**src/rtl/core/aef_pkg.sv**
```systemverilog
`timescale 1ns / 1ps

package aef_pkg;

  localparam int unsigned CFG_ADDR_W = 2;
  localparam int unsigned CFG_DATA_W = 32;

  localparam logic [CFG_ADDR_W-1:0] REG_FILTER_MODE = 2'd0;

  localparam logic MODE_KEEP_TEXT   = 1'b0;
  localparam logic MODE_KEEP_ESCAPE = 1'b1;

  localparam logic [7:0] BYTE_ESC = 8'h1B;

  typedef struct packed {
    logic       valid;
    logic [7:0] data;
  } aef_beat_t;

endpackage

```
**src/rtl/core/ansi_escape_filter_unit.sv**
```systemverilog
`timescale 1ns / 1ps

// Byte stream filter for terminal traffic carrying ANSI/DEC escape sequences.
// in_*  : one raw byte per item on in_tdata.
// out_* : bytes passed on by the filter; dropped bytes produce no item.
// cfg_* : APB register port, register filter_mode at address 0 (bit 0):
//         0 keeps plain text, 1 keeps escape sequences (ESC and every byte
//         inside a sequence). Write only while no item is in flight.
// An item passes through an input hold register and the output register,
// so a kept byte appears on out_tvalid from the output register, not combinationally.
// One item per cycle is taken and delivered while out_tready does not stall; the single parser state register
// is updated in the same cycle as the hold register drains.
// A stall on out_tready holds the output register and, through it, the
// hold register; in_tready falls once both are occupied and rises again
// in the cycle the stall clears.
// Reset (rst_n low, synchronous) empties both registers, returns the parser
// to idle and sets filter_mode to keep text.
module ansi_escape_filter_unit (
  input  logic                           clk,
  input  logic                           rst_n,
  input  logic                           in_tvalid,
  output logic                           in_tready,
  input  logic [7:0]                     in_tdata,   // [7:0] data_byte
  output logic                           out_tvalid,
  input  logic                           out_tready,
  output logic [7:0]                     out_tdata,  // [7:0] out_byte
  input  logic                           cfg_psel,
  input  logic                           cfg_penable,
  input  logic                           cfg_pwrite,
  input  logic [aef_pkg::CFG_ADDR_W-1:0] cfg_paddr,
  input  logic [aef_pkg::CFG_DATA_W-1:0] cfg_pwdata,
  output logic [aef_pkg::CFG_DATA_W-1:0] cfg_prdata,
  output logic                           cfg_pready
);
  import aef_pkg::*;

  logic      filter_mode;
  logic      out_space;
  aef_beat_t beat;
  logic      out_valid_r;
  logic      out_valid_nxt;
  logic [7:0] out_data_r;

  aef_cfg u_cfg (
    .clk         (clk),
    .rst_n       (rst_n),
    .cfg_psel    (cfg_psel),
    .cfg_penable (cfg_penable),
    .cfg_pwrite  (cfg_pwrite),
    .cfg_paddr   (cfg_paddr),
    .cfg_pwdata  (cfg_pwdata),
    .cfg_prdata  (cfg_prdata),
    .cfg_pready  (cfg_pready),
    .filter_mode (filter_mode)
  );

  aef_parser u_parser (
    .clk         (clk),
    .rst_n       (rst_n),
    .in_valid    (in_tvalid),
    .in_byte     (in_tdata),
    .in_ready    (in_tready),
    .filter_mode (filter_mode),
    .out_space   (out_space),
    .beat        (beat)
  );

  assign out_space     = !out_valid_r || out_tready;
  assign out_valid_nxt = out_space ? beat.valid : out_valid_r;

  always_ff @(posedge clk) begin
    if (!rst_n) begin
      out_valid_r <= 1'b0;
    end else begin
      out_valid_r <= out_valid_nxt;
    end
  end

  always_ff @(posedge clk) begin
    if (beat.valid) begin
      out_data_r <= beat.data;
    end
  end

  assign out_tvalid = out_valid_r;
  assign out_tdata  = out_data_r;

`ifndef SYNTHESIS
  a_text_mode_drops_esc: assert property (@(posedge clk) disable iff (!rst_n)
    (beat.valid && filter_mode == MODE_KEEP_TEXT) |=> (out_tdata != BYTE_ESC))
    else $error("escape byte passed in keep-text mode");

  a_no_load_while_stalled: assert property (@(posedge clk) disable iff (!rst_n)
    (out_valid_r && !out_tready) |-> !beat.valid)
    else $error("result produced while output register is stalled");

  a_load_shows_valid: assert property (@(posedge clk) disable iff (!rst_n)
    beat.valid |=> out_tvalid)
    else $error("produced result not presented");
`endif

endmodule

```
**src/rtl/core/aef_cfg.sv**
```systemverilog
`timescale 1ns / 1ps

module aef_cfg (
  input  logic                           clk,
  input  logic                           rst_n,
  input  logic                           cfg_psel,
  input  logic                           cfg_penable,
  input  logic                           cfg_pwrite,
  input  logic [aef_pkg::CFG_ADDR_W-1:0] cfg_paddr,
  input  logic [aef_pkg::CFG_DATA_W-1:0] cfg_pwdata,
  output logic [aef_pkg::CFG_DATA_W-1:0] cfg_prdata,
  output logic                           cfg_pready,
  output logic                           filter_mode
);
  import aef_pkg::*;

  logic mode_r;
  logic mode_nxt;
  logic wr_en;

  assign cfg_pready = 1'b1;
  assign wr_en      = cfg_psel && cfg_penable && cfg_pwrite && cfg_pready;

  always_comb begin
    mode_nxt = mode_r;
    if (wr_en && (cfg_paddr == REG_FILTER_MODE)) begin
      mode_nxt = cfg_pwdata[0];
    end
  end

  always_ff @(posedge clk) begin
    if (!rst_n) begin
      mode_r <= MODE_KEEP_TEXT;
    end else begin
      mode_r <= mode_nxt;
    end
  end

  always_comb begin
    cfg_prdata = '0;
    if (cfg_paddr == REG_FILTER_MODE) begin
      cfg_prdata = {{(CFG_DATA_W-1){1'b0}}, mode_r};
    end
  end

  assign filter_mode = mode_r;

endmodule

```
**src/rtl/core/aef_parser.sv**
```systemverilog
`timescale 1ns / 1ps

module aef_parser (
  input  logic              clk,
  input  logic              rst_n,
  input  logic              in_valid,
  input  logic [7:0]        in_byte,
  output logic              in_ready,
  input  logic              filter_mode,
  input  logic              out_space,
  output aef_pkg::aef_beat_t beat
);
  import aef_pkg::*;

  typedef enum logic [7:0] {
    ST_IDLE     = 8'b0000_0001,
    ST_ESC      = 8'b0000_0010,
    ST_STR      = 8'b0000_0100,
    ST_LSTR     = 8'b0000_1000,
    ST_ESC_STR  = 8'b0001_0000,
    ST_ESC_LSTR = 8'b0010_0000,
    ST_CSI      = 8'b0100_0000,
    ST_IB       = 8'b1000_0000
  } parser_state_t;

  logic          hold_valid_r;
  logic          hold_valid_nxt;
  logic [7:0]    hold_byte_r;
  parser_state_t state_r;
  parser_state_t state_nxt;
  parser_state_t step_state;
  logic          advance;
  logic          emit;

  assign advance  = hold_valid_r && out_space;
  assign in_ready = !hold_valid_r || out_space;

  always_comb begin
    case (state_r)
      ST_IDLE: begin
        step_state = (hold_byte_r == BYTE_ESC) ? ST_ESC : ST_IDLE;
      end
      ST_ESC: begin
        case (hold_byte_r) inside
          "X":                step_state = ST_STR;
          "P", "]", "^", "_": step_state = ST_LSTR;
          "[":                step_state = ST_CSI;
          default:            step_state = ST_IDLE;
        endcase
      end
      ST_LSTR: begin
        if (hold_byte_r == BYTE_ESC) begin
          step_state = ST_ESC_STR;
        end else if (hold_byte_r inside {[8'h00:8'h07], [8'h0E:8'h1F], [8'h7F:8'hFF]}) begin
          step_state = ST_IDLE;
        end else begin
          step_state = ST_LSTR;
        end
      end
      ST_ESC_LSTR: begin
        step_state = ST_IDLE;
      end
      ST_ESC_STR: begin
        step_state = (hold_byte_r == "X" || hold_byte_r == "\\") ? ST_IDLE : ST_ESC_STR;
      end
      ST_STR: begin
        step_state = (hold_byte_r == BYTE_ESC) ? ST_ESC_STR : ST_STR;
      end
      ST_CSI: begin
        case (hold_byte_r) inside
          ["@":"~"]: step_state = ST_IDLE;
          [" ":"/"]: step_state = ST_IB;
          ["0":"?"]: step_state = ST_CSI;
          default:   step_state = ST_IDLE;
        endcase
      end
      ST_IB: begin
        step_state = ST_IDLE;
      end
      default: begin
        step_state = ST_IDLE;
      end
    endcase
  end

  always_comb begin
    if (filter_mode == MODE_KEEP_TEXT) begin
      emit = (state_r == ST_IDLE) && (hold_byte_r != BYTE_ESC);
    end else begin
      emit = (state_r != ST_IDLE) || (hold_byte_r == BYTE_ESC);
    end
  end

  assign state_nxt      = advance ? step_state : state_r;
  assign hold_valid_nxt = in_ready ? in_valid : hold_valid_r;

  always_ff @(posedge clk) begin
    if (!rst_n) begin
      hold_valid_r <= 1'b0;
      state_r      <= ST_IDLE;
    end else begin
      hold_valid_r <= hold_valid_nxt;
      state_r      <= state_nxt;
    end
  end

  always_ff @(posedge clk) begin
    if (in_ready && in_valid) begin
      hold_byte_r <= in_byte;
    end
  end

  assign beat.valid = advance && emit;
  assign beat.data  = hold_byte_r;

`ifndef SYNTHESIS
  a_lstr_esc_unreached: assert property (@(posedge clk) disable iff (!rst_n)
    state_r != ST_ESC_LSTR)
    else $error("escape-in-limited-string state reached");

  a_ib_returns_idle: assert property (@(posedge clk) disable iff (!rst_n)
    (advance && state_r == ST_IB) |=> (state_r == ST_IDLE))
    else $error("intermediate state did not return to idle");

  a_state_holds_when_stalled: assert property (@(posedge clk) disable iff (!rst_n)
    !advance |=> (state_r == $past(state_r)))
    else $error("parser state moved without an item");
`endif

endmodule

```
**config.mk**
```make
export PLATFORM = sky130hd
export DESIGN_NAME = ansi_escape_filter_unit
export DESIGN_NICKNAME = d
export VERILOG_FILES = /design/src/rtl/core/aef_pkg.sv /design/src/rtl/core/ansi_escape_filter_unit.sv /design/src/rtl/core/aef_cfg.sv /design/src/rtl/core/aef_parser.sv
export SDC_FILE = /design/constraint.sdc
export NUM_CORES = 1
export LEC_CHECK = 0
export ABC_CLOCK_PERIOD_IN_PS = 3400
export BUFFER_PORTS_ARGS = -buffer_cell sky130_fd_sc_hd__buf_2
export CAP_MARGIN = 20
export CORE_ASPECT_RATIO = 0.75
export CORE_MARGIN = 4
export CORE_UTILIZATION = 47
export DETAILED_ROUTE_END_ITERATION = 8
export PLACE_DENSITY = 0.85
export SLEW_MARGIN = 40
export SYNTH_ARGS = -nofsm -noshare
export SYNTH_HDL_FRONTEND = slang
export SYNTH_SLANG_ARGS = --single-unit
```
**constraint.sdc**
```tcl
create_clock -name clk -period 3.4 [get_ports clk]
set_input_delay 0.51 -clock clk [delete_from_list [all_inputs] [get_ports clk]]
set_output_delay 0.51 -clock clk [all_outputs]
set_load 0.005 [all_outputs]
```
==> results of run 1 <==
-- power groups by stage --
stage	registers (W)	logic (W)	clock network, W
CTS	0.000361	0.0000484	0.000263
floorplan	0.000365	0.0000553	0
global placement	0.000367	0.0000474	0
finish	0.000361	0.0000490	0.000256
global route	0.000363	0.0000565	0.000278
detailed placement	0.000368	0.0000482	0
-- flip-flops by register name, indices dropped and copies added (netlist names) --
register	flops
out_tdata	8
out_tvalid	1
u_parser.hold_byte_r	8
u_parser.state_r	7
u_parser.hold_valid_r	1
u_cfg.filter_mode	1
-- logic make-up after synthesis --
logic type | share of synthesized area, %
buffers and inverters | 17.1
muxes | 0.635
and+or+nand+nor | 25.6
DFF | 43.2
xor gates and xnor gates | 2.22
AOI/OAI and AO/OA | 10.9
other | 0.476
-- how the worst max path moves through the flow --
| stage | start | to | slack [ns] | cells past startpoint |
|---|---|---|---|---|
| after floorplan | u_parser.hold_byte_r[2] | out_tdata[0] | 1.20 | 6 |
| after global placement | u_parser.hold_byte_r[2] | out_tdata[3] | 0.91 | 5 |
| after detailed placement | u_parser.hold_byte_r[2] | out_tdata[3] | 0.89 | 5 |
| after CTS | u_parser.hold_byte_r[2] | out_tdata[3] | 0.90 | 5 |
| after global routing | u_parser.hold_byte_r[2] | out_tdata[0] | 0.73 | 5 |
| final | u_parser.hold_byte_r[2] | out_tdata[5] | 0.92 | 5 |
-- final cells by class --
type	count	area (um^2)
Sequential cell	26	681
Clock inverter	1	30.0
Timing Repair Buffer	28	140
Multi-Input combinational cell	131	739
Tap cell	38	47.5
Clock buffer	3	41.3
Fill cell	290	1400
Inverter	2	7.51
-- metrics by stage --
step           worst slack (ns)  total power [W]  util, %  cell area [um^2]  std cells
6_report                  0.916         0.000666     54.7              1690        229
2_1_floorplan              1.20         0.000420        -              1690        196
4_1_cts                   0.896         0.000671     54.7              1690        229
3_3_place_gp              0.907         0.000414     52.4              1620        225
3_5_place_dp              0.895         0.000416     52.4              1620        225
5_1_grt                   0.733         0.000697     54.7              1690        229
-- routing by layer --
layer / routed length, um / GRT usage [%] / vias to the layer above
met5: 0 / 0 / -
met4: 44 / 5.33 / 0
met3: 308 / 4.51 / 5
met2: 1250 / 18.6 / 60
met1: 1260 / 18.7 / 527
li1: - / - / 583
-- cell usage in the layout, fill, tap and decap left out, types with 2 or more instances in the layout --
master | netlist | final
a21boi_1 | 2 | 2
a21oi_1 | 2 | 2
a22oi_1 | 3 | 3
a31oi_1 | 2 | 2
and2_1 | 5 | 5
and3_1 | 3 | 3
buf_2 | 2 | 28
clkbuf_8 | 0 | 3
conb_1 | 2 | 32
dfxtp_1 | 10 | 10
edfxtp_1 | 16 | 16
inv_1 | 2 | 2
nand2_1 | 14 | 14
nand3_1 | 6 | 6
nand4_1 | 5 | 5
nand4b_1 | 3 | 3
nor2_1 | 12 | 12
nor2b_1 | 9 | 9
nor4b_1 | 2 | 2
o21ai_0 | 3 | 3
o21ai_1 | 2 | 2
o22ai_1 | 3 | 3
xor2_1 | 4 | 4
-- worst register-to-register path, delay by kind of cell (launching register included) --
family / cells / cell delay [ns]
DFF: 1 / 0.52
xor gates and xnor gates: 1 / 0.09
and+or+nand+nor: 4 / 1.53
==> impl_results.md, run 1 <==
* Number of nets with antenna violations after routing at 0
* Root Driver: clkbuf_8
* CP max stage delay at 0.64 ns
* Core footprint at 0.00308 mm^2
* Most instantiated cells after synthesis: buf_4, edfxtp_1, nand2_1, nor2_1, dfxtp_1
* Buf/Inv on CP at 0
* Final wirelength at 2860 um
* Sw frac at 21.1%
* Gpl congestion at 0.872
* Crit Reg-Reg Startpoint: u_parser.hold_byte_r[2]
* First-pass GRT wire length at 4360 um
* Post-synthesis cell type count at 43
* Post-DR wirelength/cell at 12.5 um
* Slew HR at 56.2%
* Status: completed
* Worst r2r path cells at 5
* Clock skew at 0.0114 ns
* Antenna Cells at 0
* Clk sinks at 26
* Most used cell, CP: nand4b_1
* Hold Path Class: input pin to flip-flop
* Clock power share at 38.5%
* Cell-internal power at 0.000526 W
* Die height at 58.2 um
* First DRT Iteration DRCs at 103
* Fraction of layout cells with a size suffix above 1 at 19.4%
* Nets@finish at 241
* Arrival time at the worst endpoint at 2.41 ns
* Die area at 0.00435 mm^2
* Setup violators final at 0
* CTS tree: done
* Synth top area cells: edfxtp_1, buf_4, dfxtp_1
* CP Launch Type: flip-flop
* DP Wirelength at 2230 um
* TritonCTS Buffers at 3
* RSZ-0062 raised after global routing: false
* Mapped Area at 0.00158 mm^2
* Crit path kind: flip-flop to flip-flop
* DRT Pass-1 Iters at 4
* H-tree levels at 1
* CTS clk-pin slew, worst paths at 0.09 ns
* Comb pwr share at 7.4%
* CP max stage cell: or4b_1
* Worst-Margin Slew at 0.647 ns
* Sequential share of power at 54.2%
* Worst reg2reg setup slack at 0.92 ns
* Min-Delay Endpoint: u_parser.hold_byte_r[4]
* Post-CTS Resized at 0
* Cell with the most instances after synthesis: buf_4
* Crit path max fanout at 9
* Boundary Pins at 92
* Hold bufs inserted after CTS at 0
* DRC errors left at 0
* Clk_lat worst skew at 0.28 ns
* Fin crit share at 73.1%
* Die X at 74.9 um
* Syn Inst Count at 166
* Synth area leader: edfxtp_1
* Final Max Tran Viols at 0
* Register area share after synthesis at 43.2%
* Hold depth at 1
* CTS Buffer Depth at 2
* Number of antenna violations at the first check in global routing at 0
* Min cycle time layout at 2.48 ns
* Port-buffer cells at 28
* Ys Warns at 0
* Post-synth top area share at 30.5%
* Worst hold slack at 0.407 ns
* Avg Vias per Cell at 5.13
* GR Util All Layers at 13.3%
* Max-Cap Viols at 0
* Hold_sp: in_tdata[4]
* Worst vdd ir at 0.000329 V
* NetSw at 0.000140 W
* Leak at 0.722 nW
* FMAX at 403 MHz
* Post-CTS Setup Inserts at 0
* Hold Violations, Final at 0
* Crit path capture type: flip-flop
* Number of global-route vias before repair at 932
* Final setup TNS at 0 ns
* FF+latch count, synth at 26
* Top_reg_cell synth: edfxtp_1
* Cell family with the largest share of critical-path delay: simple AND/OR/NAND/NOR gates
* Mean post-synth cell area at 9.50 um^2
* Post-synth ARST share at 0%
* Starting Density at 51.1%
* Crit path required time at 3.33 ns
* Critical-path cell list: nand4b_1 -> or4b_1 -> nand4b_1 -> xor2_1 -> nor2_1
* Post-synth EDFFs at 16
* Gr ovfl total at 0
* Reg2reg end: out_tdata[5]
* Pwr dens at 395 mW/mm^2
* FP Rows at 17
* Via count at 1,175
* Layout area overhead at 6.98%
* Largest net degree at the start of global routing at 16
Power figures use the tool's default switching activity.
==> run 2: changes to the inputs <==
- ABC_CLOCK_PERIOD_IN_PS: 3400 -> 2400
- CORE_UTILIZATION: 47 -> 44
- PLACE_DENSITY: 0.85 -> 0.81
- clock period: 3.4 -> 2.4 ns (I/O delays scaled with it)
==> run 2 against run 1 <==
  * First-iteration DRC count down 32%
  * Clock-buffer cell count grew 1
  * Critical path type unchanged
  * Non-clock buffer count grew 11
  * Flip-flop and latch count is the same
  * Sequential power up 39%
  * Highest routed layer unchanged
  * Largest power group unchanged
==> impl_results.md, run 2 (synthesis results as in run 1) <==
* Most frequent cells in the layout: conb_1, buf_2, edfxtp_1 (unchanged)
* GR Util All Layers at 12.9% (was 13.3%)
* Status: completed (unchanged)
* Worst vdd ir at 0.000347 V (was 0.000329 V)
* Pwr dens at 496 mW/mm^2 (was 395 mW/mm^2)
* Crit path kind: flip-flop to flip-flop (unchanged)
* TritonCTS Buffers at 3 (unchanged)
* CTS tree: done (unchanged)
* Final Max Tran Viols at 0 (unchanged)
* First-pass GRT wire length at 4660 um (was 4360 um)
* Boundary Pins at 92 (unchanged)
* Gpl congestion at 0.888 (was 0.872)
* Min cycle time layout at 2.07 ns (was 2.48 ns)
* Placed cells at 238 (was 225)
* Arrival time at the worst endpoint at 2.01 ns (was 2.41 ns)
* Fin crit share at 86.1% (was 73.1%)
* Final wirelength at 2970 um (was 2860 um)
* Post-CTS Setup Inserts at 0 (unchanged)
* Hold Path Class: input pin to flip-flop (unchanged)
* Met1 Use GR at 17.4% (was 18.7%)
* Clk sinks at 26 (unchanged)
* Setup violators final at 0 (unchanged)
* Crit path max fanout at 8 (was 9)
* Die height at 59.8 um (was 58.2 um)
* GRT Max-Usage Layer: met2 (was met1)
* Crit path required time at 2.34 ns (was 3.33 ns)
* H-tree levels at 1 (unchanged)
* Fraction of layout cells with a size suffix above 1 at 24.3% (was 19.4%)
* Via count at 1,215 (was 1,175)
* Hold bufs inserted after CTS at 0 (unchanged)
* CTS clk-pin slew, worst paths at 0.09 ns (about the same)
* Antenna Cells at 0 (unchanged)
* Max-Cap Viols at 0 (unchanged)
* FMAX at 484 MHz (was 403 MHz)
* Grt met3 use at 4.67% (was 4.51%)
* CP Launch Type: flip-flop (unchanged)
* Met2 global-route usage at 19.7% (was 18.6%)
* Number of nets with antenna violations after routing at 0 (unchanged)
* Die area at 0.00461 mm^2 (was 0.00435 mm^2)
* Die X at 77.1 um (was 74.9 um)
* Core footprint at 0.00336 mm^2 (was 0.00308 mm^2)
* Root Driver: clkbuf_8 (unchanged)
* Worst-Margin Slew at 0.568 ns (was 0.647 ns)
* Leak at 0.766 nW (was 0.722 nW)
* Largest net degree at the start of global routing at 15 (was 16)
* Layout area overhead at 11.5% (was 6.98%)
* Hold Violations, Final at 0 (unchanged)
* Starting Density at 47.0% (was 51.1%)
* Final setup TNS at 0 ns (unchanged)
* DP Wirelength at 2370 um (was 2230 um)
* Port-buffer cells at 28 (unchanged)
* Nets@finish at 252 (was 241)
* RSZ-0062 raised after global routing: false (unchanged)
* DRC errors left at 0 (unchanged)
* Post-CTS Resized at 0 (unchanged)
* Slew HR at 61.6% (was 56.2%)
* Setup WS pre-CTS at 0.131 ns (was 0.895 ns)
* DRT Pass-1 Iters at 4 (unchanged)
* Crit path capture type: flip-flop (unchanged)
* Clock skew at 0.00577 ns (was 0.0114 ns)
* Post-DR wirelength/cell at 12.3 um (was 12.5 um)
* Worst Setup Slack, final at 0.334 ns (was 0.916 ns)
* Clk_lat worst skew at 0.28 ns (about the same)
* Number of antenna violations at the first check in global routing at 0 (unchanged)
* Layout Cells excl Fill at 242 (was 229)
* Number of global-route vias before repair at 997 (was 932)
* Gr ovfl total at 0 (unchanged)
* Avg Vias per Cell at 5.02 (was 5.13)
* Post-layout util at 52.4% (was 54.7%)
* FP Rows at 18 (was 17)
* CTS Buffer Depth at 2 (unchanged)
* First DRT Iteration DRCs at 70 (was 103)
* Leading cell type in the layout, fill and taps excluded: conb_1 (unchanged)
run 2: where the power goes:
group          internal [W]  total [W]  leakage (nW)  switching [W]
registers          0.000493   0.000500         0.234     0.00000724
logic             0.0000367  0.0000909         0.503      0.0000542
clock network      0.000147   0.000281        0.0288       0.000134
run 2: per-layer routing:
layer	vias up	routed length, um
met5	-	0
met4	0	27
met3	3	291
met2	52	1300
met1	560	1350
li1	600	-
run 2: critical path, stage by stage (launching register included):
cell and delay (ns):
edfxtp_1 0.40, nand4b_1 0.21, or4b_1 0.55, nand4b_1 0.13, xor2_1 0.10, nor2_2 0.34
run 2: area by class of cell:
| class | instances | area [um^2] |
|---|---|---|
| fill | 315 | 1600 |
| tap | 40 | 50.0 |
| timing repair buffer | 39 | 223 |
| inverter | 2 | 7.51 |
| clock buffer | 4 | 55.1 |
| sequential | 26 | 681 |
| multi-input combinational | 131 | 742 |
run 2: final timing paths:
check                               start                      end  slack, ns  depth (start not counted)
setup / recovery  u_parser.hold_byte_r[2]             out_tdata[1]       0.33                          5
setup reg to reg  u_parser.hold_byte_r[2]             out_tdata[1]       0.33                          5
hold reg to reg     u_parser.hold_valid_r               out_tvalid       0.52                          2
hold / removal                in_tdata[5]  u_parser.hold_byte_r[5]       0.26                          1
run 2: stage by stage:
step                      hold slack [ns]  power [W]  cell area, um^2
after floorplan                     0.459   0.000595             1690
after global placement              0.500   0.000597             1700
after detailed placement            0.513   0.000600             1700
after CTS                           0.248   0.000882             1760
after global routing                0.242   0.000915             1760
final                               0.257   0.000873             1760
==> run 3: changes to the inputs <==
- CORE_UTILIZATION: 44 -> 40
- PLACE_DENSITY: 0.81 -> 0.75
- RECOVER_POWER: not set -> 50
- SYNTH_HIERARCHICAL: not set -> 1
==> run 3 against run 2 <==
  * Cell count decreased by 2.9%
  * Die area increased by 7.3%
  * Area after synthesis is 1.5% lower
  * Via count is 5.9% lower
  * Design area down 3.9%
  * Setup slack gained 0.011 ns
  * Clock skew shrank 0.0034 ns
  * Critical path type unchanged
  * Critical endpoint is now out_tdata[3]
  * Largest cell class unchanged
==> impl_results.md, run 3 <==
* Crit path required time at 2.39 ns (was 2.34 ns)
* Synth area leader: edfxtp_1 (unchanged)
* Worst r2r path cells at 6 (was 5)
* DRC errors left at 0 (unchanged)
* Register area share after synthesis at 43.8% (was 43.2%)
* Max-Cap Viols at 0 (unchanged)
* Starting Density at 41.9% (was 47.0%)
* Layout area overhead at 8.78% (was 11.5%)
* Final Max Tran Viols at 0 (unchanged)
* Syn Inst Count at 152 (was 166)
* CTS Buffer Depth at 2 (unchanged)
* Synth top area cells: edfxtp_1, buf_4, dfxtp_1 (unchanged)
* H-tree levels at 1 (unchanged)
* Clk sinks at 26 (unchanged)
* Number of global-route vias before repair at 900 (was 997)
* Setup crit start: u_parser/hold_byte_r[6] (was u_parser.hold_byte_r[2])
* Final setup TNS at 0 ns (unchanged)
* Hold Path Class: input pin to flip-flop (unchanged)
* Crit Reg-Reg Startpoint: u_parser/hold_byte_r[6] (was u_parser.hold_byte_r[2])
* FP Rows at 19 (was 18)
* Die area at 0.00495 mm^2 (was 0.00461 mm^2)
* Placed cells at 231 (was 238)
* Most instantiated cells after synthesis: buf_4, edfxtp_1, nand2_1, dfxtp_1, nor2_1 (was buf_4, edfxtp_1, nand2_1, nor2_1, dfxtp_1)
* CP max stage cell: or4b_4 (was or4b_1)
* Pwr dens at 507 mW/mm^2 (was 496 mW/mm^2)
* Fin crit share at 85.6% (was 86.1%)
* Gr ovfl total at 0 (unchanged)
* Number of antenna violations at the first check in global routing at 0 (unchanged)
* Post-synthesis cell type count at 47 (was 43)
* Post-DR wirelength/cell at 11.7 um (was 12.3 um)
* Core footprint at 0.00371 mm^2 (was 0.00336 mm^2)
* DRT Pass-1 Iters at 4 (unchanged)
* Worst vdd ir at 0.000390 V (was 0.000347 V)
* Cell family with the largest share of critical-path delay: simple AND/OR/NAND/NOR gates (unchanged)
* FF+latch count, synth at 26 (unchanged)
* Worst setup endpoint: out_tdata[3] (was out_tdata[1])
* Gpl congestion at 0.840 (was 0.888)
* Min cycle time layout at 2.05 ns (was 2.07 ns)
* Number of fill cells at 376 (was 315)
* Post-synth EDFFs at 16 (unchanged)
* Critical path depth in cells at 6 (was 5)
* CP Launch Type: flip-flop (unchanged)
* Hold bufs inserted after CTS at 0 (unchanged)
* TritonCTS Buffers at 3 (unchanged)
* Slew HR at 66.5% (was 61.6%)
* Worst Setup Slack, final at 0.346 ns (was 0.334 ns)
* Sequential share of power at 59.3% (was 57.3%)
* CTS tree: done (unchanged)
* Cell-internal power at 0.000668 W (was 0.000677 W)
* Via count at 1,143 (was 1,215)
* Antenna Cells at 0 (unchanged)
* Buf/Inv on CP at 1 (was 0)
* GR Util All Layers at 11.3% (was 12.9%)
* Multi-input gate area at 716 um^2 (was 742 um^2)
* Largest net degree at the start of global routing at 15 (unchanged)
* Boundary Pins at 92 (unchanged)
* Post-CTS Resized at 0 (unchanged)
* Layout Cells excl Fill at 235 (was 242)
* Sw frac at 22.0% (was 22.5%)
* Avg Vias per Cell at 4.86 (was 5.02)
* CTS clk-pin slew, worst paths at 0.08 ns (was 0.09 ns)
* First DRT Iteration DRCs at 134 (was 70)
* NetSw at 0.000188 W (was 0.000196 W)
* Die X at 79.9 um (was 77.1 um)
* Mean post-synth cell area at 10.2 um^2 (was 9.50 um^2)
* Critical-path cell list: or4b_4 -> nor2_1 -> nor4_1 -> xnor2_1 -> nor2_1 -> buf_4 (was nand4b_1 -> or4b_1 -> nand4b_1 -> xor2_1 -> nor2_2)
* Most frequent cells in the layout: conb_1, buf_2, edfxtp_1 (unchanged)
* Nets@finish at 233 (was 252)
* Post-CTS Setup Inserts at 0 (unchanged)
* Hold Violations, Final at 0 (unchanged)
* Arrival time at the worst endpoint at 2.04 ns (was 2.01 ns)
* Leading cell type in the layout, fill and taps excluded: conb_1 (unchanged)
* Post-synth ARST share at 0% (unchanged)
* FMAX at 487 MHz (was 484 MHz)
* Cell with the most instances after synthesis: buf_4 (unchanged)
* Worst-Margin Slew at 0.497 ns (was 0.568 ns)
* Area of placed instances at 0.00164 mm^2 (was 0.00170 mm^2)
* Mapped Area at 0.00155 mm^2 (was 0.00158 mm^2)
* Number of nets with antenna violations after routing at 0 (unchanged)
* Setup violators final at 0 (unchanged)
* Port-buffer cells at 28 (unchanged)
* Crit path max fanout at 9 (was 8)
* Reg2reg end: out_tdata[3] (was out_tdata[1])
* Fraction of layout cells with a size suffix above 1 at 23.0% (was 24.3%)
* Most used cell, CP: nor2_1 (was nand4b_1)
* Root Driver: clkbuf_8 (unchanged)
* CP max stage delay at 0.56 ns (was 0.55 ns)
* Comb pwr share at 8.1% (was 10.4%)
* Ys Warns at 6 (was 0)
* First-pass GRT wire length at 4250 um (was 4660 um)
* Leak at 0.699 nW (was 0.766 nW)
* RSZ-0062 raised after global routing: false (unchanged)
* Final wirelength at 2750 um (was 2970 um)
* Post-route cell area at 0.00169 mm^2 (was 0.00176 mm^2)
* Clk_lat worst skew at 0.27 ns (was 0.28 ns)
* Post-synth top area share at 30.9% (was 30.5%)
* Crit path capture type: flip-flop (unchanged)
* Clock power share at 32.6% (was 32.3%)
* Worst reg2reg setup slack at 0.35 ns (was 0.33 ns)
* Top_reg_cell synth: edfxtp_1 (unchanged)
* DP Wirelength at 2180 um (was 2370 um)
* Clock skew at 0.00237 ns (was 0.00577 ns)
* Setup WS pre-CTS at 0.365 ns (was 0.131 ns)
* Register area at 681 um^2 (unchanged)
* Crit path kind: flip-flop to flip-flop (unchanged)
* Status: completed (unchanged)
* Die height at 62.0 um (was 59.8 um)
run 3: worst min-delay path by stage:
stage | from | end | depth (start not counted)
2_1_floorplan | u_cfg/filter_mode | u_cfg/filter_mode | 2
3_3_place_gp | u_cfg/filter_mode | u_cfg/filter_mode | 2
3_5_place_dp | u_cfg/filter_mode | u_cfg/filter_mode | 2
4_1_cts | in_tdata[0] | u_parser/hold_byte_r[0] | 1
5_1_grt | in_tdata[0] | u_parser/hold_byte_r[0] | 1
6_report | in_tdata[6] | u_parser/hold_byte_r[6] | 1
run 3: kinds of logic after synthesis:
family / count (synthesis) / share of synthesized area, %
fa+ha+maj: 1 / 0.645
xor+xnor: 3 / 1.69
buf+inv: 38 / 17.0
compound gates: 26 / 14.3
flops: 26 / 43.8
other cells: 2 / 0.484
mux: 1 / 0.645
simple gates: 55 / 21.4
run 3: area by class of cell:
class	count	area share (%)
clock buffers	4	3.26
inverters	4	0.889
multi-input cells	118	42.4
flip-flops and latches	26	40.3
well taps	52	3.85
repair buffers	31	9.33
run 3: per-stage QoR:
| step | power (W) | hold WS (ns) | util [%] |
|---|---|---|---|
| after floorplan | 0.000592 | 0.459 | - |
| after global placement | 0.000588 | 0.479 | 44.3 |
| after detailed placement | 0.000588 | 0.490 | 44.3 |
| after CTS | 0.000871 | 0.247 | 45.8 |
| after global routing | 0.000903 | 0.236 | 45.5 |
| final | 0.000856 | 0.258 | 45.5 |
run 3: routing by layer:
metal	wire length [um]	up-vias	GRT usage (%)	share of wire, %
li1	-	558	-	-
met1	1210	524	16.1	44
met2	1180	58	16.6	43
met3	333	3	3.46	12
met4	27	0	2.89	0.98
met5	0	-	0	0
run 3: power groups by stage:
stage / sequential [W] / combinational, W / clock (W)
6_report: 0.000507 / 0.0000693 / 0.000279
5_1_grt: 0.000510 / 0.0000804 / 0.000313
4_1_cts: 0.000508 / 0.0000702 / 0.000293
3_5_place_dp: 0.000518 / 0.0000701 / 0
3_3_place_gp: 0.000518 / 0.0000700 / 0
2_1_floorplan: 0.000516 / 0.0000757 / 0
